**config.mk**
```make
export PLATFORM = sky130hd
export DESIGN_NAME = gql_pen
export DESIGN_NICKNAME = d
export VERILOG_FILES = /design/src/rtl/core/gql_pkg.sv /design/src/rtl/core/gql_pen.sv
export SDC_FILE = /design/constraint.sdc
export NUM_CORES = 1
export LEC_CHECK = 0
export ABC_AREA = 0
export BUFFER_PORTS_ARGS = -buffer_cell sky130_fd_sc_hd__buf_2
export CAP_MARGIN = 10
export CORE_AREA = 2 2 204 206
export CTS_CLUSTER_SIZE = 14
export DETAILED_ROUTE_END_ITERATION = 8
export DIE_AREA = 0 0 206 208
export HOLD_SLACK_MARGIN = 0.08
export PLACE_DENSITY = 0.68
export SETUP_SLACK_MARGIN = 0.5
export SLEW_MARGIN = 20
export SYNTH_ARGS = -nofsm -noshare
export SYNTH_HDL_FRONTEND = slang
export SYNTH_SLANG_ARGS = --single-unit
```
**constraint.sdc**
```tcl
create_clock -name clk -period 6.64 [get_ports clk]
set_input_delay 1.328 -clock clk [delete_from_list [all_inputs] [get_ports clk]]
set_output_delay 1.328 -clock clk [all_outputs]
set_load 0.02 [all_outputs]
```
**src/rtl/core/gql_pkg.sv**
```systemverilog
// gql_pkg: shared types and constants for the glyph quad layout block.
// No dependencies; all rtl/core files but gql_table use it by scoped names.
package gql_pkg;

  // item opcodes carried on the input channel
  typedef enum logic [1:0] {
    ACT_WRITE = 2'd0,
    ACT_PLACE = 2'd1,
    ACT_BEGIN = 2'd2,
    ACT_RSVD  = 2'd3
  } act_t;

  // configuration register indexes
  localparam int CFG_ADDR_W = 2;
  typedef enum logic [CFG_ADDR_W-1:0] {
    CFG_SCREEN_SPACE = 2'd0,
    CFG_LINE_HEIGHT  = 2'd1
  } cfg_reg_t;

  localparam logic [7:0] NEWLINE_CODE = 8'd10;

  // glyph entry slots, u in the lowest slot
  localparam int G_U      = 0;
  localparam int G_V      = 1;
  localparam int G_W      = 2;
  localparam int G_H      = 3;
  localparam int G_XO     = 4;
  localparam int G_YO     = 5;
  localparam int G_ADV    = 6;
  localparam int G_FIELDS = 7;

  // vertex numbering inside the quad
  localparam int         CORNER_W     = 3;
  localparam logic [2:0] CORNER_FIRST = 3'd0;
  localparam logic [2:0] CORNER_LAST  = 3'd5;
  // per corner: takes right edge / u1, takes top edge / vt
  localparam logic [5:0] RIGHT_MASK   = 6'b010110;
  localparam logic [5:0] TOP_MASK     = 6'b110100;

  // decoded item control carried from the accept stage to the pen stage
  typedef struct packed {
    act_t action;
    logic newline;
    logic in_range;
  } item_ctrl_t;

endpackage

```
**src/rtl/core/gql_pen.sv**
```systemverilog
// gql_pen: pen stage. Holds one looked-up item, forms quad edges from the pen,
// and updates the pen in item order. Depends on gql_pkg.
module gql_pen #(
  parameter int COORD_BITS = 32
) (
  input  logic                        clk,
  input  logic                        rst_n,
  input  logic                        s1_load,
  input  gql_pkg::item_ctrl_t         ctrl_in,
  input  logic [7*COORD_BITS-1:0]     glyph,
  input  logic                        screen_space,
  input  logic [30:0]                 line_height,
  input  logic                        q_free,
  output logic                        s1_ready,
  output logic                        q_load,
  output logic [COORD_BITS-1:0]       q_left,
  output logic [COORD_BITS-1:0]       q_top,
  output logic [COORD_BITS-1:0]       q_u0,
  output logic [COORD_BITS-1:0]       q_u1,
  output logic [COORD_BITS-1:0]       q_vb,
  output logic [COORD_BITS-1:0]       q_vt,
  output logic [COORD_BITS-1:0]       q_w,
  output logic [COORD_BITS-1:0]       q_h
);

  localparam int CB = COORD_BITS;

  logic                s1_v_r, s1_v_nxt;
  gql_pkg::item_ctrl_t ctrl_r;
  logic [CB-1:0]       pen_x_r, pen_x_nxt;
  logic [CB-1:0]       pen_y_r, pen_y_nxt;
  logic [7*CB-1:0]     g;
  logic [CB-1:0]       g_u, g_v, g_w, g_h, g_xo, g_yo, g_adv, lh;
  logic                is_glyph, s1_adv;

  // out-of-range codes place an all-zero glyph
  assign g     = ctrl_r.in_range ? glyph : '0;
  assign g_u   = g[gql_pkg::G_U*CB   +: CB];
  assign g_v   = g[gql_pkg::G_V*CB   +: CB];
  assign g_w   = g[gql_pkg::G_W*CB   +: CB];
  assign g_h   = g[gql_pkg::G_H*CB   +: CB];
  assign g_xo  = g[gql_pkg::G_XO*CB  +: CB];
  assign g_yo  = g[gql_pkg::G_YO*CB  +: CB];
  assign g_adv = g[gql_pkg::G_ADV*CB +: CB];
  assign lh    = CB'(line_height);

  assign is_glyph = (ctrl_r.action == gql_pkg::ACT_PLACE) && !ctrl_r.newline;
  assign s1_adv   = s1_v_r && (!is_glyph || q_free);
  assign s1_ready = !s1_v_r || s1_adv;
  assign q_load   = s1_v_r && is_glyph && q_free;

  assign q_left = pen_x_r + g_xo;
  assign q_top  = screen_space ? pen_y_r + g_yo : pen_y_r - g_yo;
  assign q_u0   = g_u;
  assign q_u1   = g_u + g_w;
  assign q_vb   = g_v - g_h;
  assign q_vt   = g_v;
  assign q_w    = g_w;
  assign q_h    = g_h;

  always_comb begin
    s1_v_nxt  = s1_load ? 1'b1 : (s1_adv ? 1'b0 : s1_v_r);
    pen_x_nxt = pen_x_r;
    pen_y_nxt = pen_y_r;
    if (s1_adv) begin
      case (ctrl_r.action)
        gql_pkg::ACT_PLACE: begin
          if (ctrl_r.newline) begin
            pen_x_nxt = '0;
            pen_y_nxt = screen_space ? pen_y_r + lh : pen_y_r - lh;
          end else begin
            pen_x_nxt = pen_x_r + g_adv;
          end
        end
        gql_pkg::ACT_BEGIN: begin
          pen_x_nxt = '0;
          pen_y_nxt = '0;
        end
        default: begin
        end
      endcase
    end
  end

  always_ff @(posedge clk) begin
    if (!rst_n) begin
      s1_v_r  <= 1'b0;
      pen_x_r <= '0;
      pen_y_r <= '0;
    end else begin
      s1_v_r  <= s1_v_nxt;
      pen_x_r <= pen_x_nxt;
      pen_y_r <= pen_y_nxt;
    end
  end

  always_ff @(posedge clk) begin
    if (s1_load) begin
      ctrl_r <= ctrl_in;
    end
  end

endmodule

```
### Yosys cells after proc, flatten, opt, wreduce, memory -nomap -nowiden

Index checks and enable logic that the tools add are counted.

* flip-flop bits (word level): 69
* input port bits: 264
* output and inout port bits: 258
* word-level logic and storage cells: 39

* $add $sub $neg: 8
* eq/ne operators: 3
* multiplexer cells: 9
* reductions and logical operators: 13

Operators by type and width (count)
* two-way mux 224 bit: 1
* adder 32 bit: 4
* two-way mux 32 bit: 4
* one-hot mux 32 bit (2 select lines): 2
* subtractor 32 bit: 2
* adder 32 x 31 -> 32 bit: 1
* subtractor 32 x 31 -> 32 bit: 1
* logical AND 1 bit: 4
* nonzero test 2 bit: 2
* logical NOT 1 bit: 3
* AND reduction 3 bit: 1
* equality test 2 x 1 -> 1 bit (second input constant): 1
* equality test 2 bit (second input constant): 1
* logical OR 1 bit: 2
* two-way mux 1 bit: 2
* != test 2 bit (second input constant): 1
* AND reduction 2 bit: 1

### Logic depth before layout (Yosys ltp)

* depth in word-level cells: 7
* mapped depth: 20
* gate-level depth less buffers: 19

### Least setup slack after synthesis

Ideal clock, no wire load.

* path kind: in2out
* from: input port glyph[160]
* to: output port q_top[30]
* arrival time: 5178 ps
* required time: 5312 ps
* setup slack: 134 ps
* stages on the path: 16
* path buffers: 0
* path through: or4_4 > or3_1 > and2_1 > xnor2_1 > nor2_1 > ha_1 > a21o_1 > a21o_1 > a221oi_1 > and4b_1 > o221ai_2 > o31ai_2 > a41oi_1 > o31ai_1 > o41ai_2 > xnor2_1

* longest elaborated chain between the ends: 3
* elaborated cells between the ends (all ways): 4
* those cells by class: add/sub: 2; mux: 2

RTL lines
* start, declared: line gql_pen.sv:10 `input logic [7*COORD_BITS-1:0] glyph,`
* two-way mux 224 bit *: line gql_pen.sv:37 `assign g = ctrl_r.in_range ? glyph : '0;`
* subtractor 32 bit / adder 32 bit (equally long branches): line gql_pen.sv:53 `assign q_top = screen_space ? pen_y_r + g_yo : pen_y_r - g_yo;`
* two-way mux 32 bit *: line gql_pen.sv:53
* end, declared: line gql_pen.sv:17 `output logic [COORD_BITS-1:0] q_top,`

Mark *: on every way between the ends. The rest lies on a longest branch, timed or not.

### Worst setup path in the final report

* from: input port glyph[169]
* to: output port q_top[30]

Same word-level chain as after synthesis.

==> flow_summary.json <==
{
  "pwr_density_cell_nw_per_um2": 139,
  "cp_max_fo": 5,
  "vias": 16520,
  "antenna_found_initial": 4,
  "overflow": 0,
  "grt_usage_pct": 25.5,
  "critPathSlowestCell": "or4_4",
  "core_area_sq_um": 40600,
  "port_buffers": 521,
  "fin_nets": 2981,
  "synth_nets": 2422,
  "synthToLayoutAreaGrowth_pct": 32.6,
  "dp_slack_ps": -78.2,
  "synth-seq-cells": 69,
  "numCtsBuffers": 9,
  "wl_met3_um": 4750,
  "worstPathCellList": "buf_8, or4_4, nor4_4, buf_4, nand3b_4, nor4_4, o21ai_1, buf_4, o31ai_4, xor2_1, nor2_1, ha_1, a21o_1, a21oi_2, nor2_1, a21oi_2, o31ai_4, o41ai_4, xnor2_2, buf_4",
  "synth.avg_cell_area_sq_um": 7.23,
  "synthesis.area_sq_um": 14100,
  "fillers": 4126,
  "fin_crit_sh_pct": 99.5,
  "ir_worst_vdd_uv": 108,
  "cp_data_arrival_time_ps": 5280,
  "max_slew_margin_pct": 39.2,
  "wl_met1_um": 26300,
  "leakage_nw": 10.0,
  "dp_hpwl_um": 49200,
  "cts_root_buf": "clkbuf_16",
  "route.top_layer_used": "met4",
  "cap_viol_max_count": 0,
  "drive_above_1_share_pct": 28.4,
  "postPlaceCellArea_sq_um": 17600,
  "ios": 522,
  "rsz0062_at_grt": "yes",
  "num_rows": 74,
  "whs_ps": 495,
  "cts.clk_slew.worst_paths_ps": 60,
  "synth_cells": 1951,
  "drc": 0,
  "ys_seq_area_share_pct": 10.1,
  "synthFlopType": "dfxtp_1",
  "yosysWarnings": 0,
  "cp.required_ps": 5310,
  "worst-setup-path-type": "in2out",
  "layout_setup_ws_ps": 31.3,
  "finalClockSkew_ps": 9.10,
  "met2WireLength_um": 26000,
  "synth_edf_count": 4,
  "post_drt_wl_per_cell_um": 19.1,
  "clockBufferDepth": 2,
  "initial_core_util_pct": 34.8,
  "dieArea_sq_um": 42800,
  "critPathMaxStageDelay_ps": 540,
  "ant_nets": 0,
  "tritoncts": "built",
  "clock.fmax_mhz": 151,
  "finalHoldViolCount": 0,
  "cts_sinks": 69,
  "dieHeight_um": 208,
  "setup_viol": 0,
  "dr.pass1.iters": 5,
  "stdcell_area_sq_um": 18700,
  "status": "finished clean",
  "grt_max_degree": 62,
  "drtIter0Drc": 1119,
  "die_w_um": 206,
  "start_kind": "primary input",
  "grt_pass1_vias": 15544,
  "clk_latency_ps": 350,
  "routed_wl_um": 58200,
  "post-route-util_pct": 46.1,
  "drv_slew": 0,
  "worstMarginPinSlew_ps": 909,
  "routabilityCongestion": 1.02,
  "endpoint_kind": "output pin",
  "vias_per_cell": 5.41,
  "grt_pass1_wl_um": 86300,
  "hold_class": "reg2reg",
  "ys_async_sr_fraction_pct": 0,
  "holdBufCountCts": 0,
  "ys_types": 81,
  "period_needed_ps": 6610,
  "crit_path_frequent_cell": "buf_4",
  "h-tree-depth": 3
}
## layer usage
metal	vias to the layer above	global-route usage (%)
met1	7725	34.4
met2	625	41.0
met5	-	0
met3	78	6.00
met4	0	5.79
li1	8092	-
## repair_timing
action | in CTS | in global routing
pin swaps | 47 | 50
buffers inserted | 21 | 16
resized for setup | 49 | 68
setup endpoints to repair | 16 | 25
## final timing paths
kind | start | end | slack [ps] | cells after the start
max reg2reg | ctrl_r[0]$_DFFE_PP_ | pen_x_r[30]$_SDFFE_PN0P_ | 2660 | 16
min | pen_x_r[22]$_SDFFE_PN0P_ | pen_x_r[22]$_SDFFE_PN0P_ | 490 | 2
max | glyph[169] | q_top[30] | 30 | 20
min reg2reg | pen_x_r[22]$_SDFFE_PN0P_ | pen_x_r[22]$_SDFFE_PN0P_ | 490 | 2
## registers in the layout, summed over array words and instances, names as in the netlist
register  cells
pen_x_r      32
pen_y_r      32
ctrl_r        4
s1_v_r        1
## cells in the final DEF (no fill, tap or decap), types with 21 or more instances in the layout
cell      Yosys  routed
o21bai_1     25      25
a21o_1       92      92
inv_1       102     101
ha_1        201     197
nand2b_1     28      27
nand2_1     151     148
a21oi_1     188     171
buf_4         0      87
o21ai_0      98      93
o21a_1       24      24
nor2b_1      54      53
nand3_1      28      28
buf_2         1     499
xnor2_1     145     134
dfxtp_1      65      65
a22oi_1      21      21
nor3_1       31      29
and2_1      164     161
nor2_1      137     135
xor2_1       75      70
## synthesized netlist by cell type (13+ instances only)
master / n / share of area [%]
dfxtp_1: 65 / 9.2
nor2b_1: 54 / 2.4
o21ai_0: 98 / 3.5
clkbuf_1: 56 / 1.5
a22oi_1: 21 / 1.1
ha_1: 201 / 18
nand4_1: 13 / 0.58
a31oi_1: 17 / 0.75
and3_1: 19 / 0.84
xnor2_1: 145 / 9.0
nand2_1: 151 / 4.0
a22o_1: 18 / 1.1
o21a_1: 24 / 1.3
nand2b_1: 28 / 1.2
a21oi_1: 188 / 6.7
nand3_1: 28 / 0.99
and2_1: 164 / 7.3
a21o_1: 92 / 4.9
or3_1: 17 / 0.75
nor3_1: 31 / 1.1
o21bai_1: 25 / 1.3
nor2_1: 137 / 3.6
inv_1: 102 / 2.7
xor2_1: 75 / 4.7
## report_power, final
group	switching, W	total [W]	internal [W]	leakage [nW]
clock network	0.000197	0.000481	0.000285	0.139
logic	0.00103	0.00167	0.000642	9.29
registers	0.0000196	0.000453	0.000434	0.565
## critical path: cells and delay by family
kind                       cells  cell delay [ps]
AOI/OAI and AO/OA              7             1270
buffers and inverters          4              590
xor gates and xnor gates       2              320
adders and majority gates      1              350
and+or+nand+nor                6             1420
## kinds of logic (layout without fill, tap and decap cells)
kind of cell	count (synthesis)	in the layout	share of synthesized area [%]
AOI/OAI and AO/OA	603	603	27.7
xor gates and xnor gates	220	220	13.7
adders and majority gates	207	207	18.7
buffers and inverters	162	726	4.32
DFF	69	69	10.1
muxes	2	2	0.151
other	0	5	0
and+or+nand+nor	688	688	25.5
## stage by stage
| stage | instances | power [W] | TNS (ps) |
|---|---|---|---|
| floorplan | 1951 | 0.00148 | 0 |
| global route | 3051 | 0.00277 | -520 |
| finish | 3052 | 0.00261 | 0 |
| detailed placement | 2994 | 0.00205 | -87.2 |
| CTS | 3031 | 0.00257 | 0 |
| global placement | 2994 | 0.00203 | -24.9 |
## cell type report
cell class / count / area [sq um] / share of cell area (%)
Multi-Input combinational cell: 1720 / 12500 / 66.9
Clock inverter: 2 / 16.3 / 0.0869
Antenna cell: 5 / 12.5 / 0.0669
Tap cell: 532 / 666 / 3.56
Inverter: 102 / 383 / 2.05
Timing Repair Buffer: 608 / 3420 / 18.3
Sequential cell: 69 / 1420 / 7.59
Clock buffer: 14 / 274 / 1.46
Note: power is estimated with default switching activity, not from simulation.
