<file path="src/rtl/core/gql_pkg.sv">
// gql_pkg: shared types and constants for the glyph quad layout block.
// No dependencies; all rtl/core files but gql_table use it by scoped names.
package gql_pkg;

  // item opcodes carried on the input channel
  typedef enum logic [1:0] {
    ACT_WRITE = 2'd0,
    ACT_PLACE = 2'd1,
    ACT_BEGIN = 2'd2,
    ACT_RSVD  = 2'd3
  } act_t;

  // configuration register indexes
  localparam int CFG_ADDR_W = 2;
  typedef enum logic [CFG_ADDR_W-1:0] {
    CFG_SCREEN_SPACE = 2'd0,
    CFG_LINE_HEIGHT  = 2'd1
  } cfg_reg_t;

  localparam logic [7:0] NEWLINE_CODE = 8'd10;

  // glyph entry slots, u in the lowest slot
  localparam int G_U      = 0;
  localparam int G_V      = 1;
  localparam int G_W      = 2;
  localparam int G_H      = 3;
  localparam int G_XO     = 4;
  localparam int G_YO     = 5;
  localparam int G_ADV    = 6;
  localparam int G_FIELDS = 7;

  // vertex numbering inside the quad
  localparam int         CORNER_W     = 3;
  localparam logic [2:0] CORNER_FIRST = 3'd0;
  localparam logic [2:0] CORNER_LAST  = 3'd5;
  // per corner: takes right edge / u1, takes top edge / vt
  localparam logic [5:0] RIGHT_MASK   = 6'b010110;
  localparam logic [5:0] TOP_MASK     = 6'b110100;

  // decoded item control carried from the accept stage to the pen stage
  typedef struct packed {
    act_t action;
    logic newline;
    logic in_range;
  } item_ctrl_t;

endpackage

</file>
<file path="src/rtl/core/gql_if.sv">


interface gql_out_if;
  logic               valid;
  logic               ready;
  logic signed [31:0] vertex_x;
  logic signed [31:0] vertex_y;
  logic signed [31:0] tex_u;
  logic signed [31:0] tex_v;
  logic [2:0]         corner;
  logic               last;

  modport source (output valid, vertex_x, vertex_y, tex_u, tex_v, corner, last,
                  input ready);
  modport sink (input valid, vertex_x, vertex_y, tex_u, tex_v, corner, last,
                output ready);
endinterface


</file>
<file path="src/rtl/core/gql_vtx.sv">
// gql_vtx: quad register and vertex sequencer driving the output register.
// Depends on gql_pkg and gql_out_if.
module gql_vtx #(
  parameter int COORD_BITS = 32
) (
  input  logic                  clk,
  input  logic                  rst_n,
  input  logic                  screen_space,
  input  logic                  q_load,
  input  logic [COORD_BITS-1:0] q_left,
  input  logic [COORD_BITS-1:0] q_top,
  input  logic [COORD_BITS-1:0] q_u0,
  input  logic [COORD_BITS-1:0] q_u1,
  input  logic [COORD_BITS-1:0] q_vb,
  input  logic [COORD_BITS-1:0] q_vt,
  input  logic [COORD_BITS-1:0] q_w,
  input  logic [COORD_BITS-1:0] q_h,
  output logic                  q_free,
  gql_out_if.source             out_ch
);

  localparam int CB = COORD_BITS;

  logic                            q_v_r, q_v_nxt;
  logic [gql_pkg::CORNER_W-1:0]    cnt_r, cnt_nxt;
  logic [CB-1:0]                   left_r, top_r, u0_r, u1_r, vb_r, vt_r, w_r, h_r;
  logic [CB-1:0]                   right, bottom;
  logic                            out_v_r, out_v_nxt;
  logic                            out_load, last_vtx, is_right, is_top;

  assign right    = left_r + w_r;
  assign bottom   = screen_space ? top_r + h_r : top_r - h_r;
  assign is_right = gql_pkg::RIGHT_MASK[cnt_r];
  assign is_top   = gql_pkg::TOP_MASK[cnt_r];
  assign last_vtx = (cnt_r == gql_pkg::CORNER_LAST);

  assign out_load = q_v_r && (!out_v_r || out_ch.ready);
  assign q_free   = !q_v_r || (out_load && last_vtx);

  always_comb begin
    q_v_nxt   = q_load ? 1'b1 : ((out_load && last_vtx) ? 1'b0 : q_v_r);
    cnt_nxt   = q_load ? gql_pkg::CORNER_FIRST : (out_load ? cnt_r + 3'd1 : cnt_r);
    out_v_nxt = out_load ? 1'b1 : (out_ch.ready ? 1'b0 : out_v_r);
  end

  always_ff @(posedge clk) begin
    if (!rst_n) begin
      q_v_r   <= 1'b0;
      cnt_r   <= gql_pkg::CORNER_FIRST;
      out_v_r <= 1'b0;
    end else begin
      q_v_r   <= q_v_nxt;
      cnt_r   <= cnt_nxt;
      out_v_r <= out_v_nxt;
    end
  end

  always_ff @(posedge clk) begin
    if (q_load) begin
      left_r <= q_left;
      top_r  <= q_top;
      u0_r   <= q_u0;
      u1_r   <= q_u1;
      vb_r   <= q_vb;
      vt_r   <= q_vt;
      w_r    <= q_w;
      h_r    <= q_h;
    end
    if (out_load) begin
      out_ch.vertex_x <= 32'(is_right ? right : left_r);
      out_ch.vertex_y <= 32'(is_top ? top_r : bottom);
      out_ch.tex_u    <= 32'(is_right ? u1_r : u0_r);
      out_ch.tex_v    <= 32'(is_top ? vt_r : vb_r);
      out_ch.corner   <= cnt_r;
      out_ch.last     <= last_vtx;
    end
  end

  assign out_ch.valid = out_v_r;

endmodule

</file>
<file path="src/flat_wrapper.sv">
// flat-port wrapper written by rule: the top's interface ports become plain ports
module gql_vtx_flat 
#(
  parameter int COORD_BITS = 32
)
  (clk, rst_n, screen_space, q_load, q_left, q_top, q_u0, q_u1, q_vb, q_vt, q_w, q_h, q_free, out_ch_valid, out_ch_vertex_x, out_ch_vertex_y, out_ch_tex_u, out_ch_tex_v, out_ch_corner, out_ch_last, out_ch_ready);
  gql_out_if out_ch_i ();
  input  logic clk;
  input  logic rst_n;
  input  logic screen_space;
  input  logic q_load;
  input  logic [COORD_BITS-1:0] q_left;
  input  logic [COORD_BITS-1:0] q_top;
  input  logic [COORD_BITS-1:0] q_u0;
  input  logic [COORD_BITS-1:0] q_u1;
  input  logic [COORD_BITS-1:0] q_vb;
  input  logic [COORD_BITS-1:0] q_vt;
  input  logic [COORD_BITS-1:0] q_w;
  input  logic [COORD_BITS-1:0] q_h;
  output logic q_free;
  output wire logic [$bits(out_ch_i.valid)-1:0] out_ch_valid;
  output wire logic [$bits(out_ch_i.vertex_x)-1:0] out_ch_vertex_x;
  output wire logic [$bits(out_ch_i.vertex_y)-1:0] out_ch_vertex_y;
  output wire logic [$bits(out_ch_i.tex_u)-1:0] out_ch_tex_u;
  output wire logic [$bits(out_ch_i.tex_v)-1:0] out_ch_tex_v;
  output wire logic [$bits(out_ch_i.corner)-1:0] out_ch_corner;
  output wire logic [$bits(out_ch_i.last)-1:0] out_ch_last;
  input wire logic [$bits(out_ch_i.ready)-1:0] out_ch_ready;
  assign out_ch_valid = out_ch_i.valid;
  assign out_ch_vertex_x = out_ch_i.vertex_x;
  assign out_ch_vertex_y = out_ch_i.vertex_y;
  assign out_ch_tex_u = out_ch_i.tex_u;
  assign out_ch_tex_v = out_ch_i.tex_v;
  assign out_ch_corner = out_ch_i.corner;
  assign out_ch_last = out_ch_i.last;
  assign out_ch_i.ready = out_ch_ready;
  gql_vtx #(.COORD_BITS(COORD_BITS)) u_core (.clk(clk), .rst_n(rst_n), .screen_space(screen_space), .q_load(q_load), .q_left(q_left), .q_top(q_top), .q_u0(q_u0), .q_u1(q_u1), .q_vb(q_vb), .q_vt(q_vt), .q_w(q_w), .q_h(q_h), .q_free(q_free), .out_ch(out_ch_i));
endmodule
</file>
<file path="config.mk">
export PLATFORM = sky130hd
export DESIGN_NAME = gql_vtx_flat
export DESIGN_NICKNAME = d
export VERILOG_FILES = /design/src/rtl/core/gql_pkg.sv /design/src/rtl/core/gql_if.sv /design/src/rtl/core/gql_vtx.sv /design/src/flat_wrapper.sv
export SDC_FILE = /design/constraint.sdc
export NUM_CORES = 1
export LEC_CHECK = 0
export BUFFER_PORTS_ARGS = -buffer_cell sky130_fd_sc_hd__buf_2
export CAP_MARGIN = 15
export CELL_PAD_IN_SITES_DETAIL_PLACEMENT = 0
export CELL_PAD_IN_SITES_GLOBAL_PLACEMENT = 1
export CORE_MARGIN = 8
export CORE_UTILIZATION = 44
export DETAILED_ROUTE_END_ITERATION = 10
export GPL_TIMING_DRIVEN = 0
export PLACE_DENSITY = 0.87
export SLEW_MARGIN = 15
export SYNTH_ARGS = -nofsm -noshare
export SYNTH_HDL_FRONTEND = slang
export SYNTH_SLANG_ARGS = --single-unit
</file>
<file path="constraint.sdc">
create_clock -name clk -period 7.3 [get_ports clk]
set_input_delay 1.46 -clock clk [delete_from_list [all_inputs] [get_ports clk]]
set_output_delay 1.46 -clock clk [all_outputs]
set_load 0.02 [all_outputs]
</file>
; After elaboration in Yosys (flattened, before gate mapping)
; Memory sizes are Yosys's and may differ from the RTL's. A register that Yosys moved wholly into a read port is not among the register bits.
; Cells that the tools add are included.
[word_totals]
rom_bits = 16
in_bits = 261
output_inout_bits = 134
elab_cells = 50
n_memories = 2
ram_bits = 0
ff_bits = 393
latch_bits = 0
[memory_table]
columns = name, depth, word_bits, read_ports, rd_ports_with_merged_regs, wr, line_no
row1 = (name not given), 8, 1, 1, 1, 0, gql_vtx.sv:34  ; assign is_top = gql_pkg::TOP_MASK[cnt_r];
row2 = (name not given), 8, 1, 1, 1, 0, gql_vtx.sv:33  ; assign is_right = gql_pkg::RIGHT_MASK[cnt_r];
[op_classes]
bitwise_logic = 1
add_sub_neg = 4
n_mul = 0
magnitude_cmp = 1
n_div = 0
n_shift = 0
mux = 15
n_reduce_logical = 9
eq_ne = 1
[op_table]
columns = op, count
row1 = 32-bit 2-to-1 mux, 5
row2 = 32-bit adder, 2
row3 = 32-bit subtractor, 1
row4 = 3-bit 2-to-1 mux, 4
row5 = 1-bit 2-to-1 mux, 6
row6 = "3-bit by 4-bit < comparator with 1-bit output, second input constant", 1
row7 = 2-bit nonzero test, 2
row8 = "3-bit by 1-bit adder with 3-bit output, second input constant", 1
row9 = "3-bit == test, second input constant", 1
row10 = 1-bit logical AND, 2
row11 = 1-bit zero test, 2
row12 = 1-bit logical OR, 2
row13 = 2-bit OR reduction, 1
row14 = 1-bit inverter, 1

; Longest topological paths before layout
; Gate-level depths: netlist of run 1.
[depth]
word_depth = 6
depth_mapped = 19
ltp_nobuf = 18

; Worst setup path after synthesis of run 1
; No wires, ideal clock.
[synth_path]
path_kind = in2reg
from = input out_ch_ready
to = register, netlist name u_core.is_right
n_path_buf = 1
arrival_ns = 6.651
path_stages = 10
path_slack_ns = 0.511
cell_sequence = nor2b_1 > nor2b_1 > clkbuf_1 > a211oi_1 > ha_1 > inv_1 > a21oi_1 > o32ai_1 > nand2_1 > o211ai_1
[synth_rtl]
columns = element, line_no
row1 = "start, declared", flat_wrapper.sv:28  ; input wire logic [$bits(out_ch_i.ready)-1:0] out_ch_ready;

; Final worst setup path of run 1
[layout_path]
from = input screen_space
to = register u_core.out_ch.vertex_y[26], data pin
[layout_between]
elab_chain_cells = 2
[layout_rtl]
columns = element, line_no
row1 = "start, declared", flat_wrapper.sv:10  ; input logic screen_space;
row2 = 32-bit 2-to-1 mux, gql_vtx.sv:32  ; assign bottom = screen_space ? top_r + h_r : top_r - h_r;
row3 = 32-bit 2-to-1 mux, gql_vtx.sv:71  ; out_ch.vertex_y <= 32'(is_top ? top_r : bottom);
row4 = "end signal, assigned", gql_vtx.sv:71
row5 = "end, declared", gql_if.sv:13  ; modport source (output valid, vertex_x, vertex_y, tex_u, tex_v, corner, last,
; No other way between the ends.
; A chain may end at the register's enable or synchronous reset.

==> results.md, run 1 <==
- Initial core utilization: roughly 45%
- R2r setup slk: 2.57 ns
- WP data required: ~7.6 ns
- Power per cell area: 279 mW/mm^2
- Num ports: approximately 400
- Num CTS Buffers: 43
- Async SR Flop Fraction: 0%
- Finished Cell Area: between 0.02 and 0.025 sq mm
- Slew Viols, Final: 0
- Outcome: finished clean
- Gp weighted congestion: just under 0.9
- Unrepaired setup endpoints after global routing: no
- Sequential-to-total area share from yosys stat: roughly two thirds
- Die footprint: approximately 0.046 sq mm
- Reg2reg end: u_core.out_ch.vertex_y[28]$_DFFE_PP_
- Via/cell ratio: approximately 5.2
- Least-Margin Pin Slew: between 0.8 and 0.9 ns
- Cell count after synthesis: roughly 1200
- CTS resizes: 0
- GRT Residual Overflow: 0
- Nets: roughly 1900
- Number of max-cap violations: 0
- DIE WIDTH: 214 um
- All-layer global routing usage: 18.6%
- Leakage: between 8 and 9 nW
- Critical path endpoint category: flop
- Core box area: 0.0387 sq mm
- Worst hold slack: 0.494 ns
- Number of fillers in the final layout: between 3000 and 4000
- Clk slew on worst S/H paths: 0.06 ns
- # rows: 72
- Number of flops mapped to enable cells by yosys: between 300 and 400
- Worst Setup Start Kind: input pin
- Worst hold stages: 1
- WL/cell: 20.2 um
- Power, Total: 5.99 mW
- P&R area growth vs syn: 24.1%
- Pre-antenna DRT Iters: 5
- First-pass GRT wire length: roughly 67000 um
- Fin. Hold Viols: 0
- Synth Cell Area: between 0.015 and 0.02 sq mm
- Slew HR: 46.3%
- Largest net degree at the start of global routing: 101
- VDD IR max: roughly 0.22 mV
- Synthesis-stage register bit count: slightly below 400
- Post-DP Area: between 0.02 and 0.025 sq mm
- Final wirelength: approximately 44000 um
- Reg2reg start: u_core.h_r[4]$_DFFE_PP_
- Crit. Startpoint: screen_space
- Achievable Freq: about 200 MHz
- Vias in the first global route: 11600
- Worst Hold Endpoint: u_core.out_ch.valid$_SDFFE_PN0P_
- Hold WC Path Type: flop to flop
- Starting DRT DRC Count: 906
- Half-perimeter wire length after placement: between 30000 and 40000 um
- Post-Synthesis Net Count: ~1500
- CTS Hold Buffers Added: 0
- CTS tree: built
- H-tree levels: 2
- Number of post-CTS setup repair buffers: 0
- Core Util, Final: between 50% and 60%
- CTS Sinks: approximately 400
- R2R depth: 15
- Commonest register cell after synthesis: edfxtp_1
- Crit path time final: around 4.9 ns
- Final setup violation count: 0
- Commonest cells after routing, fill and taps aside: 393 x buf_2, 388 x edfxtp_1, 89 x mux2_2
- Most common cell after layout, fill and taps aside: buf_2
- Post-synthesis cell type count: slightly above 60
- CTS max path bufs: 3
- Maximum fanout along the worst path: 10
- Hold_sp: u_core.q_v_r$_SDFFE_PN0P_
- Average size of a mapped cell: 14.8 sq um
- CTS Root Buffer Type: clkbuf_16
- Crit Path Class: input pin to flop
- Fin crit share: approximately 67%
- DRC violations left: 0
- Clock latency on the worst-skew pair: around 0.56 ns
- Layout cells sized above 1: a little over a third
- Via count: between 10000 and 15000
- Die Ht: ~210 um
- # port buffers: just under 400
- Worst EP arrival: ~5.2 ns
- Skew final: about 0.013 ns
- Antenna viol nets, final: 0
- Initial antenna violation count: 12
- Syn. warnings: 0
==> flip-flops by register name (all words and copies together), names as in the netlist <==
name	count
u_core.out_ch.vertex_x	32
u_core.u0_r	32
u_core.w_r	32
u_core.cnt_r	3
u_core.out_ch.tex_v	32
u_core.out_ch.corner	3
u_core.vt_r	32
u_core.h_r	32
u_core.out_ch.last	1
u_core.left_r	32
u_core.is_top	1
u_core.q_v_r	1
u_core.out_ch.tex_u	32
u_core.is_right	1
u_core.out_ch.valid	1
u_core.vb_r	32
u_core.u1_r	32
u_core.top_r	32
u_core.out_ch.vertex_y	32
==> critical path, cell delays in order <==
cell      delay [ns]
buf_2           0.11
clkbuf_1        0.51
mux2_2          0.44
fa_1            0.45
a21o_1          0.19
and3_1          0.20
o31ai_1         0.46
a22o_1          0.30
o31ai_1         0.13
a31oi_1         0.46
o21ai_0         0.22
xnor2_1         0.19
o21ai_0         0.10
==> power by group <==
group	switching [mW]	leakage (nW)	internal [mW]
Clock	0.916	0.681	1.24
Sequential	0.0751	3.81	2.75
Combinational	0.599	3.94	0.417
==> layer usage <==
metal	up-vias	GRT usage [%]	wire length, um
li1	5349	-	-
met1	5329	22.9	17900
met2	398	30.1	20800
met3	83	6.05	3580
met4	12	7.20	1340
met5	-	0	77
==> cell families after synthesis <==
group / after synthesis / share of synthesized area (%)
buf+inv: 60 / 1.35
mux: 91 / 5.91
simple gates: 207 / 5.85
fa+ha+maj: 73 / 5.37
flops: 395 / 68.2
xor+xnor: 84 / 4.26
compound gates: 254 / 9.05
==> how the worst max path moves through the flow <==
| stage | to | cells past startpoint |
|---|---|---|
| after detailed placement | u_core.out_ch.vertex_y[28]$_DFFE_PP_ | 13 |
| after global routing | u_core.out_ch.vertex_y[28]$_DFFE_PP_ | 15 |
| final | u_core.out_ch.vertex_y[26]$_DFFE_PP_ | 13 |
| after CTS | u_core.out_ch.vertex_y[28]$_DFFE_PP_ | 13 |
| after floorplan | u_core.is_right$_DFF_P_ | 10 |
| after global placement | u_core.is_right$_DFF_P_ | 11 |
==> cell usage after synthesis (3+ instances only) <==
master | number | area [sq um]
a211oi_1 | 11 | 82.6
a21boi_0 | 3 | 22.5
a21o_1 | 26 | 195
a21oi_1 | 88 | 440
a31o_2 | 3 | 26.3
a31oi_1 | 9 | 56.3
and3_1 | 8 | 50.1
buf_1 | 6 | 22.5
clkbuf_1 | 20 | 75.1
dfxtp_1 | 7 | 140
edfxtp_1 | 388 | 11700
ha_1 | 71 | 888
inv_1 | 33 | 124
mux2_2 | 89 | 1000
nand2_1 | 75 | 282
nand2b_1 | 8 | 50.1
nand3_1 | 7 | 35.0
nand4_1 | 7 | 43.8
nor2_1 | 56 | 210
nor2b_1 | 5 | 31.3
nor3_1 | 13 | 65.1
nor3b_1 | 3 | 22.5
nor4_1 | 3 | 18.8
o211ai_1 | 7 | 52.6
o21a_1 | 6 | 45.0
o21ai_0 | 59 | 295
o21bai_1 | 9 | 67.6
o31a_1 | 4 | 35.0
o31ai_1 | 10 | 75.1
or2_2 | 4 | 25.0
or3_1 | 4 | 25.0
xnor2_1 | 33 | 289
xor2_1 | 51 | 447
==> cell type report <==
cell class / count / area [sq um] / share of cell area [%]
Antenna cell: 7 / 17.5 / 0.0817
Buffer: 27 / 113 / 0.525
Clock buffer: 50 / 1100 / 5.14
Clock inverter: 28 / 294 / 1.37
Inverter: 33 / 124 / 0.578
Multi-Input combinational cell: 709 / 5260 / 24.5
Sequential cell: 395 / 11800 / 55.0
Tap cell: 518 / 648 / 3.02
Timing Repair Buffer: 398 / 2090 / 9.76
==> through the flow <==
stage | setup WS, ns | std cells | TNS (ns)
6_report | 2.38 | 2165 | 0
5_1_grt | 2.22 | 2162 | 0
4_1_cts | 2.48 | 2158 | 0
3_5_place_dp | 1.87 | 2080 | 0
3_3_place_gp | -2.13 | 2076 | -149.02
2_1_floorplan | 0.511 | 1164 | 0
Note: power is estimated with default switching activity, not from simulation.
==> run 2, diff against run 1 <==
Settings changed: CORE_UTILIZATION 44 to 40, PLACE_DENSITY 0.87 to 0.83.
Clock period 7.3 ns to 4.4 ns, I/O delays scaled along.
==> run 2 against run 1 <==
Non-clock buffer count grew 13. Flip-flop and latch count unchanged. Via count up 0.72%. Power up 67%. Critical path depth increased by 4. Setup slack lost 2.3 ns. Design area increased by 1.7%. Utilization shrank 4.5 points. Sequential share of layout area is 0.92 points lower. Sequential power grew 66%. Critical endpoint is now u_core.out_ch.vertex_y[31]$_DFFE_PP_.
==> results.md, run 2 (synthesis gave the netlist of run 1 again) <==
- Outcome: finished clean (unchanged)
- Die footprint: 0.0501 sq mm (was 0.0459 sq mm)
- Worst hold slack: 0.488 ns (was 0.494 ns)
- Setup TNS: 0 ns (unchanged)
- GR Layer Usage met2: 27.3% (was 30.1%)
- P&R area growth vs syn: 26.2% (was 24.1%)
- R2r setup slk: 0.1 ns (was 2.57 ns)
- Crit path time final: ~4.3 ns
- CTS tree: built (unchanged)
- WL/cell: 19.6 um (was 20.2 um)
- Initial core utilization: 40.3% (was 44.6%)
- Critical path endpoint category: flop (unchanged)
- H-tree levels: 2 (unchanged)
- Vias in the first global route: 11600 (about the same)
- Via count: 11300 (was 11200)
- VDD IR max: 0.304 mV (was 0.221 mV)
- Power, Total: 10.0 mW (was 5.99 mW)
- Clk slew on worst S/H paths: 0.06 ns (about the same)
- Number of max-cap violations: 0 (unchanged)
- CTS Sinks: 395 (unchanged)
- Fin. Hold Viols: 0 (unchanged)
- Skew final: 0.0271 ns (was 0.0133 ns)
- Worst setup path endpoint: u_core.out_ch.vertex_y[31]$_DFFE_PP_ (was u_core.out_ch.vertex_y[26]$_DFFE_PP_)
- Via/cell ratio: 5.01 (was 5.16)
- WP data required: 4.70 ns (was 7.60 ns)
- Critical Path Max Stage Delay: 0.59 ns (was 0.51 ns)
- First-pass GRT wire length: 66500 um (was 67000 um)
- Layout cells sized above 1: 36.7% (was 35.0%)
- Half-perimeter wire length after placement: 32600 um (was 32700 um)
- R2R depth: 17 (was 15)
- # port buffers: 394 (unchanged)
- Final wirelength: 44100 um (was 43700 um)
- Antenna viol nets, final: 0 (unchanged)
- Core box area: 0.0429 sq mm (was 0.0387 sq mm)
- Post-DP Area: 0.0201 sq mm (was 0.0200 sq mm)
- Num CTS Buffers: 44 (was 43)
- Least-Margin Pin Slew: 0.830 ns (was 0.805 ns)
- Largest net degree at the start of global routing: 107 (was 101)
- GRT Residual Overflow: 0 (unchanged)
- Initial antenna violation count: 13 (was 12)
- Pre-antenna DRT Iters: 5 (unchanged)
- Crit. Startpoint: u_core.h_r[9]$_DFFE_PP_ (was screen_space)
- Met1 usage: 22.3% (was 22.9%)
- Worst EP arrival: 4.60 ns (was 5.23 ns)
- Clock latency on the worst-skew pair: 0.56 ns (about the same)
- Achievable Freq: between 200 and 250 MHz
- Power per cell area: 459 mW/mm^2 (was 279 mW/mm^2)
- Finished Cell Area: 0.0218 sq mm (was 0.0214 sq mm)
- CTS Hold Buffers Added: 0 (unchanged)
- Commonest cells after routing, fill and taps aside: 393 x buf_2, 388 x edfxtp_1, 89 x mux2_2 (unchanged)
- Crit Path Class: flop to flop (was input pin to flop)
- Slew HR: 44.7% (was 46.3%)
- CTS Root Buffer Type: clkbuf_16 (unchanged)
- Die Ht: 224 um (was 214 um)
- # rows: 76 (was 72)
- Hold WC Path Type: flop to flop (unchanged)
- Slowest CP cell: or4_4 (was clkbuf_1)
- Register Area: 0.0118 sq mm (unchanged)
- GRT busiest layer: met2 (unchanged)
- Crit path cell chain: or4_4 -> nor4b_4 -> buf_4 -> and2_4 -> a21oi_4 -> xor2_2 -> ha_1 -> and4_4 -> and4b_1 -> a21oi_2 -> o21ai_4 -> o21ai_4 -> a2111oi_4 -> buf_4 -> nor3_4 -> nor3b_4 -> xor2_1 (was buf_2 -> clkbuf_1 -> mux2_2 -> fa_1 -> a21o_1 -> and3_1 -> o31ai_1 -> a22o_1 -> o31ai_1 -> a31oi_1 -> o21ai_0 -> xnor2_1 -> o21ai_0)
- Unrepaired setup endpoints after global routing: yes (was no)
- Slew Viols, Final: 0 (unchanged)
- Fin crit share: 97.7%
- Maximum fanout along the worst path: 4 (was 10)
- DIE WIDTH: 224 um (was 214 um)
- Met3 usage: 3.60% (was 6.05%)
- Gp weighted congestion: 0.873 (was 0.890)
- Number of fillers in the final layout: 3650 (was 3164)
- Final setup violation count: 0 (unchanged)
- Starting DRT DRC Count: 873 (was 906)
- DRC violations left: 0 (unchanged)
- All-layer global routing usage: 17.0% (was 18.6%)
- Reg2reg end: u_core.out_ch.vertex_y[31]$_DFFE_PP_ (was u_core.out_ch.vertex_y[28]$_DFFE_PP_)
- Reg2reg start: u_core.h_r[9]$_DFFE_PP_ (was u_core.h_r[4]$_DFFE_PP_)
- Worst Setup Start Kind: flop (was input pin)
- Nets: 1955 (was 1941)
- Num ports: 395 (unchanged)
- Most common cell after layout, fill and taps aside: buf_2 (unchanged)
- Leakage: 8.52 nW (was 8.44 nW)
- Area of the multi-input gates: 0.00545 sq mm (was 0.00526 sq mm)
- CTS max path bufs: 3 (unchanged)
run 2: changes by cell type in the layout (fill, tap and decap cells not counted), sizes merged:
cell	change
clkbuf	+5
inv	-2
clkinv	-8
buf	+15
bufinv	+1
diode	+4
run 2: timing repair:
item	CTS	global route
pin swaps	0	16
gates resized for setup	8	28
cloned	0	0
setup buffers	0	16
setup endpoints to repair	6	9
run 2: worst min-delay path by stage:
stage	cells past startpoint	start	slack [ns]	end
after floorplan	1	u_core.q_v_r$_SDFFE_PN0P_	0.45	u_core.out_ch.valid$_SDFFE_PN0P_
after global placement	1	u_core.q_v_r$_SDFFE_PN0P_	0.46	u_core.out_ch.valid$_SDFFE_PN0P_
after detailed placement	1	u_core.q_v_r$_SDFFE_PN0P_	0.49	u_core.out_ch.valid$_SDFFE_PN0P_
after CTS	1	q_vb[7]	0.44	u_core.vb_r[7]$_DFFE_PP_
after global routing	1	q_w[23]	0.45	u_core.w_r[23]$_DFFE_PP_
final	1	u_core.q_v_r$_SDFFE_PN0P_	0.49	u_core.out_ch.valid$_SDFFE_PN0P_
run 2: critical path: cells and delay by family, from the launching register on:
kind / cells / cell delay, ns
AO/OA/AOI/OAI: 5 / 0.68
XOR/XNOR: 2 / 0.31
adder cells (fa/ha/maj): 1 / 0.37
buffers and inverters: 2 / 0.37
flip-flops: 1 / 0.39
AND/OR/NAND/NOR: 7 / 1.90
run 2: area by class of cell:
class,count,area share (%)
diodes,11,0.126
plain buffers,25,0.511
clock buffers,57,5.32
clock inverters,19,1.07
inverters,33,0.568
multi-input cells,709,25.0
flip-flops and latches,395,54.1
well taps,585,3.36
repair buffers,413,10.0
run 2: power by group:
group	internal, mW	total, mW	switching, mW	leakage, nW
clock	2.15	3.59	1.44	0.671
combinational	0.725	1.74	1.02	4.04
sequential	4.56	4.68	0.122	3.81
total	7.43	10.0	2.59	8.52
run 2: metrics by stage:
step	std cells	setup WS, ns	utilization [%]
final	2247	0.0997	50.9
after CTS	2222	0.00204	50.2
after global placement	2143	-2.35	46.6
after floorplan	1164	0.416	-
after global routing	2246	-0.0870	50.8
after detailed placement	2146	-0.455	46.8
run 2: routing by layer:
| metal | wire length, um | share of wire [%] | up-vias |
|---|---|---|---|
| li1 | - | - | 5372 |
| met1 | 18900 | 43 | 5453 |
| met2 | 21300 | 48 | 354 |
| met3 | 2680 | 6.1 | 70 |
| met4 | 1160 | 2.6 | 2 |
| met5 | 12 | 0.027 | - |
==> run 3, diff against run 2 <==
Settings changed: CORE_UTILIZATION 40 to 45, PLACE_DENSITY 0.83 to 0.88, TNS_END_PERCENT from default to 20.
Clock period 4.4 ns to 5.45 ns, I/O delays scaled along.
==> run 3 against run 2 <==
Design area is 1.4% lower. Count of clock-buffer cells in the layout is 9 lower. Clock power fell by 15%. Die area fell by 10%. Combinational power shrank 22%. Global-route usage increased by 1.8 points. Register-to-register slack gained 0.62 ns. Utilization rose by 6.1 points. Via count fell by 0.95%. First-iteration DRC count is 15% lower. Critical endpoint is now u_core.out_ch.vertex_y[28]$_DFFE_PP_. Largest power group unchanged.
==> results.md, run 3 (synthesis gave the netlist of run 1 again) <==
- Outcome: finished clean (unchanged)
- Number of max-cap violations: 0 (unchanged)
- Worst hold stages: 1 (unchanged)
- P&R area growth vs syn: 24.4% (was 26.2%)
- Clk slew on worst S/H paths: 0.06 ns (about the same)
- Nets: 1939 (was 1955)
- Pre-antenna DRT Iters: 7 (was 5)
- CTS resizes: 0 (was 8)
- Die Ht: 212 um (was 224 um)
- Starting DRT DRC Count: 740 (was 873)
- Skew final: 0.0287 ns (was 0.0271 ns)
- Hold_sp: u_core.q_v_r$_SDFFE_PN0P_ (unchanged)
- WP data required: 5.75 ns (was 4.70 ns)
- Layout cells sized above 1: 34.9% (was 36.7%)
- Slew HR: 46.0% (was 44.7%)
- First-pass GRT wire length: 64800 um (was 66500 um)
- Initial core utilization: 45.8% (was 40.3%)
- Slew Viols, Final: 0 (unchanged)
- Core Util, Final: 56.9% (was 50.9%)
- Largest net degree at the start of global routing: 111 (was 107)
- CTS tree: built (unchanged)
- VDD IR max: 0.284 mV (was 0.304 mV)
- Vias in the first global route: 11500 (was 11600)
- Crit Path Class: flop to flop (unchanged)
- Via/cell ratio: 5.17 (was 5.01)
- Number of post-CTS setup repair buffers: 0 (unchanged)
- Gp weighted congestion: 0.891 (was 0.873)
- # port buffers: 394 (unchanged)
- Worst EP arrival: 5.04 ns (was 4.60 ns)
- Clock latency on the worst-skew pair: 0.56 ns (about the same)
- Num CTS Buffers: 42 (was 44)
- # rows: 71 (was 76)
- Least-Margin Pin Slew: 0.810 ns (was 0.830 ns)
- Reg2reg end: u_core.out_ch.vertex_y[28]$_DFFE_PP_ (was u_core.out_ch.vertex_y[31]$_DFFE_PP_)
- Power per cell area: 380 mW/mm^2 (was 459 mW/mm^2)
- CTS Hold Buffers Added: 0 (unchanged)
- Worst Hold Endpoint: u_core.out_ch.valid$_SDFFE_PN0P_ (unchanged)
- Antenna viol nets, final: 0 (unchanged)
- Non-filler instance count after layout: 2156 (was 2247)
- Crit path time final: 4.73 ns (was 4.30 ns)
- Maximum fanout along the worst path: 5 (was 4)
- All-layer global routing usage: 18.7% (was 17.0%)
- CTS max path bufs: 3 (unchanged)
- CTS Root Buffer Type: clkbuf_16 (unchanged)
- DRC violations left: 0 (unchanged)
- H-tree levels: 2 (unchanged)
- R2R depth: 15 (was 17)
- Worst Setup Start Kind: flop (unchanged)
- Power, Total: 8.17 mW (was 10.0 mW)
- Half-perimeter wire length after placement: 32400 um (was 32600 um)
- Final wirelength: 43400 um (was 44100 um)
- Via count: 11100 (was 11300)
- Cells after DPL: 2072 (was 2146)
- Most common cell after layout, fill and taps aside: buf_2 (unchanged)
- Leakage: 8.46 nW (was 8.52 nW)
- DIE WIDTH: 212 um (was 224 um)
- GRT Residual Overflow: 0 (unchanged)
- Num ports: 395 (unchanged)
- Commonest cells after routing, fill and taps aside: 393 x buf_2, 388 x edfxtp_1, 89 x mux2_2 (unchanged)
- Core box area: 0.0378 sq mm (was 0.0429 sq mm)
- Fin. Hold Viols: 0 (unchanged)
- CTS Sinks: 395 (unchanged)
- Unrepaired setup endpoints after global routing: no (was yes)
- WL/cell: 20.2 um (was 19.6 um)
- Hold WC Path Type: flop to flop (unchanged)
- Fin crit share: 86.9% (was 97.7%)
- R2r setup slk: 0.72 ns (was 0.1 ns)
- Achievable Freq: 211 MHz (was 233 MHz)
- Initial antenna violation count: 14 (was 13)
- Critical path endpoint category: flop (unchanged)
- Reg2reg start: u_core.h_r[4]$_DFFE_PP_ (was u_core.h_r[9]$_DFFE_PP_)
- Die footprint: 0.0449 sq mm (was 0.0501 sq mm)
- Final setup violation count: 0 (unchanged)
[run 3: cell count changes in the layout (fill, tap and decap cells not counted), moves of 3 or more]
cell	previous run	this run
a21oi_1	85	88
clkbuf_1	29	24
buf_4	16	0
bufinv_16	5	9
[run 3: how the worst max path moves through the flow]
stage                                       start                                   end  cells after the start
final                     u_core.h_r[4]$_DFFE_PP_  u_core.out_ch.vertex_y[28]$_DFFE_PP_                     15
after detailed placement             screen_space  u_core.out_ch.vertex_y[28]$_DFFE_PP_                     13
after CTS                 u_core.h_r[4]$_DFFE_PP_  u_core.out_ch.vertex_y[28]$_DFFE_PP_                     15
after global placement                     q_load               u_core.is_right$_DFF_P_                     10
after global routing      u_core.h_r[4]$_DFFE_PP_  u_core.out_ch.vertex_y[28]$_DFFE_PP_                     15
after floorplan                      out_ch_ready               u_core.is_right$_DFF_P_                     10
[run 3: critical path: stages, from the launching register on]
cell and delay, ns:
edfxtp_1 0.42, or3_1 0.46, or3_1 0.38, nor4_1 0.27
nor2_1 0.09, xor2_1 0.17, ha_1 0.35, inv_1 0.09
o221ai_1 0.23, o21ai_0 0.10, a22o_1 0.30, o311a_1 0.41
o31ai_1 0.50, o21ai_0 0.26, xnor2_1 0.18, mux2_2 0.27
[run 3: where the power goes]
group	total (mW)	switching [mW]	internal [mW]
registers	3.78	0.101	3.68
clock network	3.04	1.17	1.87
logic	1.35	0.798	0.555
total	8.17	2.07	6.10
[run 3: area by class of cell]
cell class	instances	area [sq um]
Clock inverter	25	375
Antenna cell	11	27.5
Timing Repair Buffer	397	2060
Tap cell	511	639
Buffer	27	119
Sequential cell	395	11800
Clock buffer	48	1090
Multi-Input combinational cell	709	5260
Fill cell	3023	16300
Inverter	33	124
[run 3: per-stage QoR]
step / hold WS [ns] / setup TNS, ns / instance area [sq um] / setup WS [ns]
after global placement: 0.459 / -63.40 / 19900 / -1.53
after CTS: 0.486 / 0 / 21500 / 0.769
after global routing: 0.507 / 0 / 21500 / 0.416
after detailed placement: 0.478 / 0 / 20000 / 0.386
after floorplan: 0.448 / 0 / 17300 / 1.28
final: 0.492 / 0 / 21500 / 0.715
[run 3: metal layers]
| layer | GRT usage [%] | vias to the layer above | wire length, um |
|---|---|---|---|
| li1 | - | 5352 | - |
| met2 | 30.3 | 392 | 20600 |
| met3 | 5.90 | 71 | 3850 |
| met1 | 23.4 | 5323 | 17800 |
| met5 | 0 | - | 38 |
| met4 | 7.00 | 6 | 1150 |
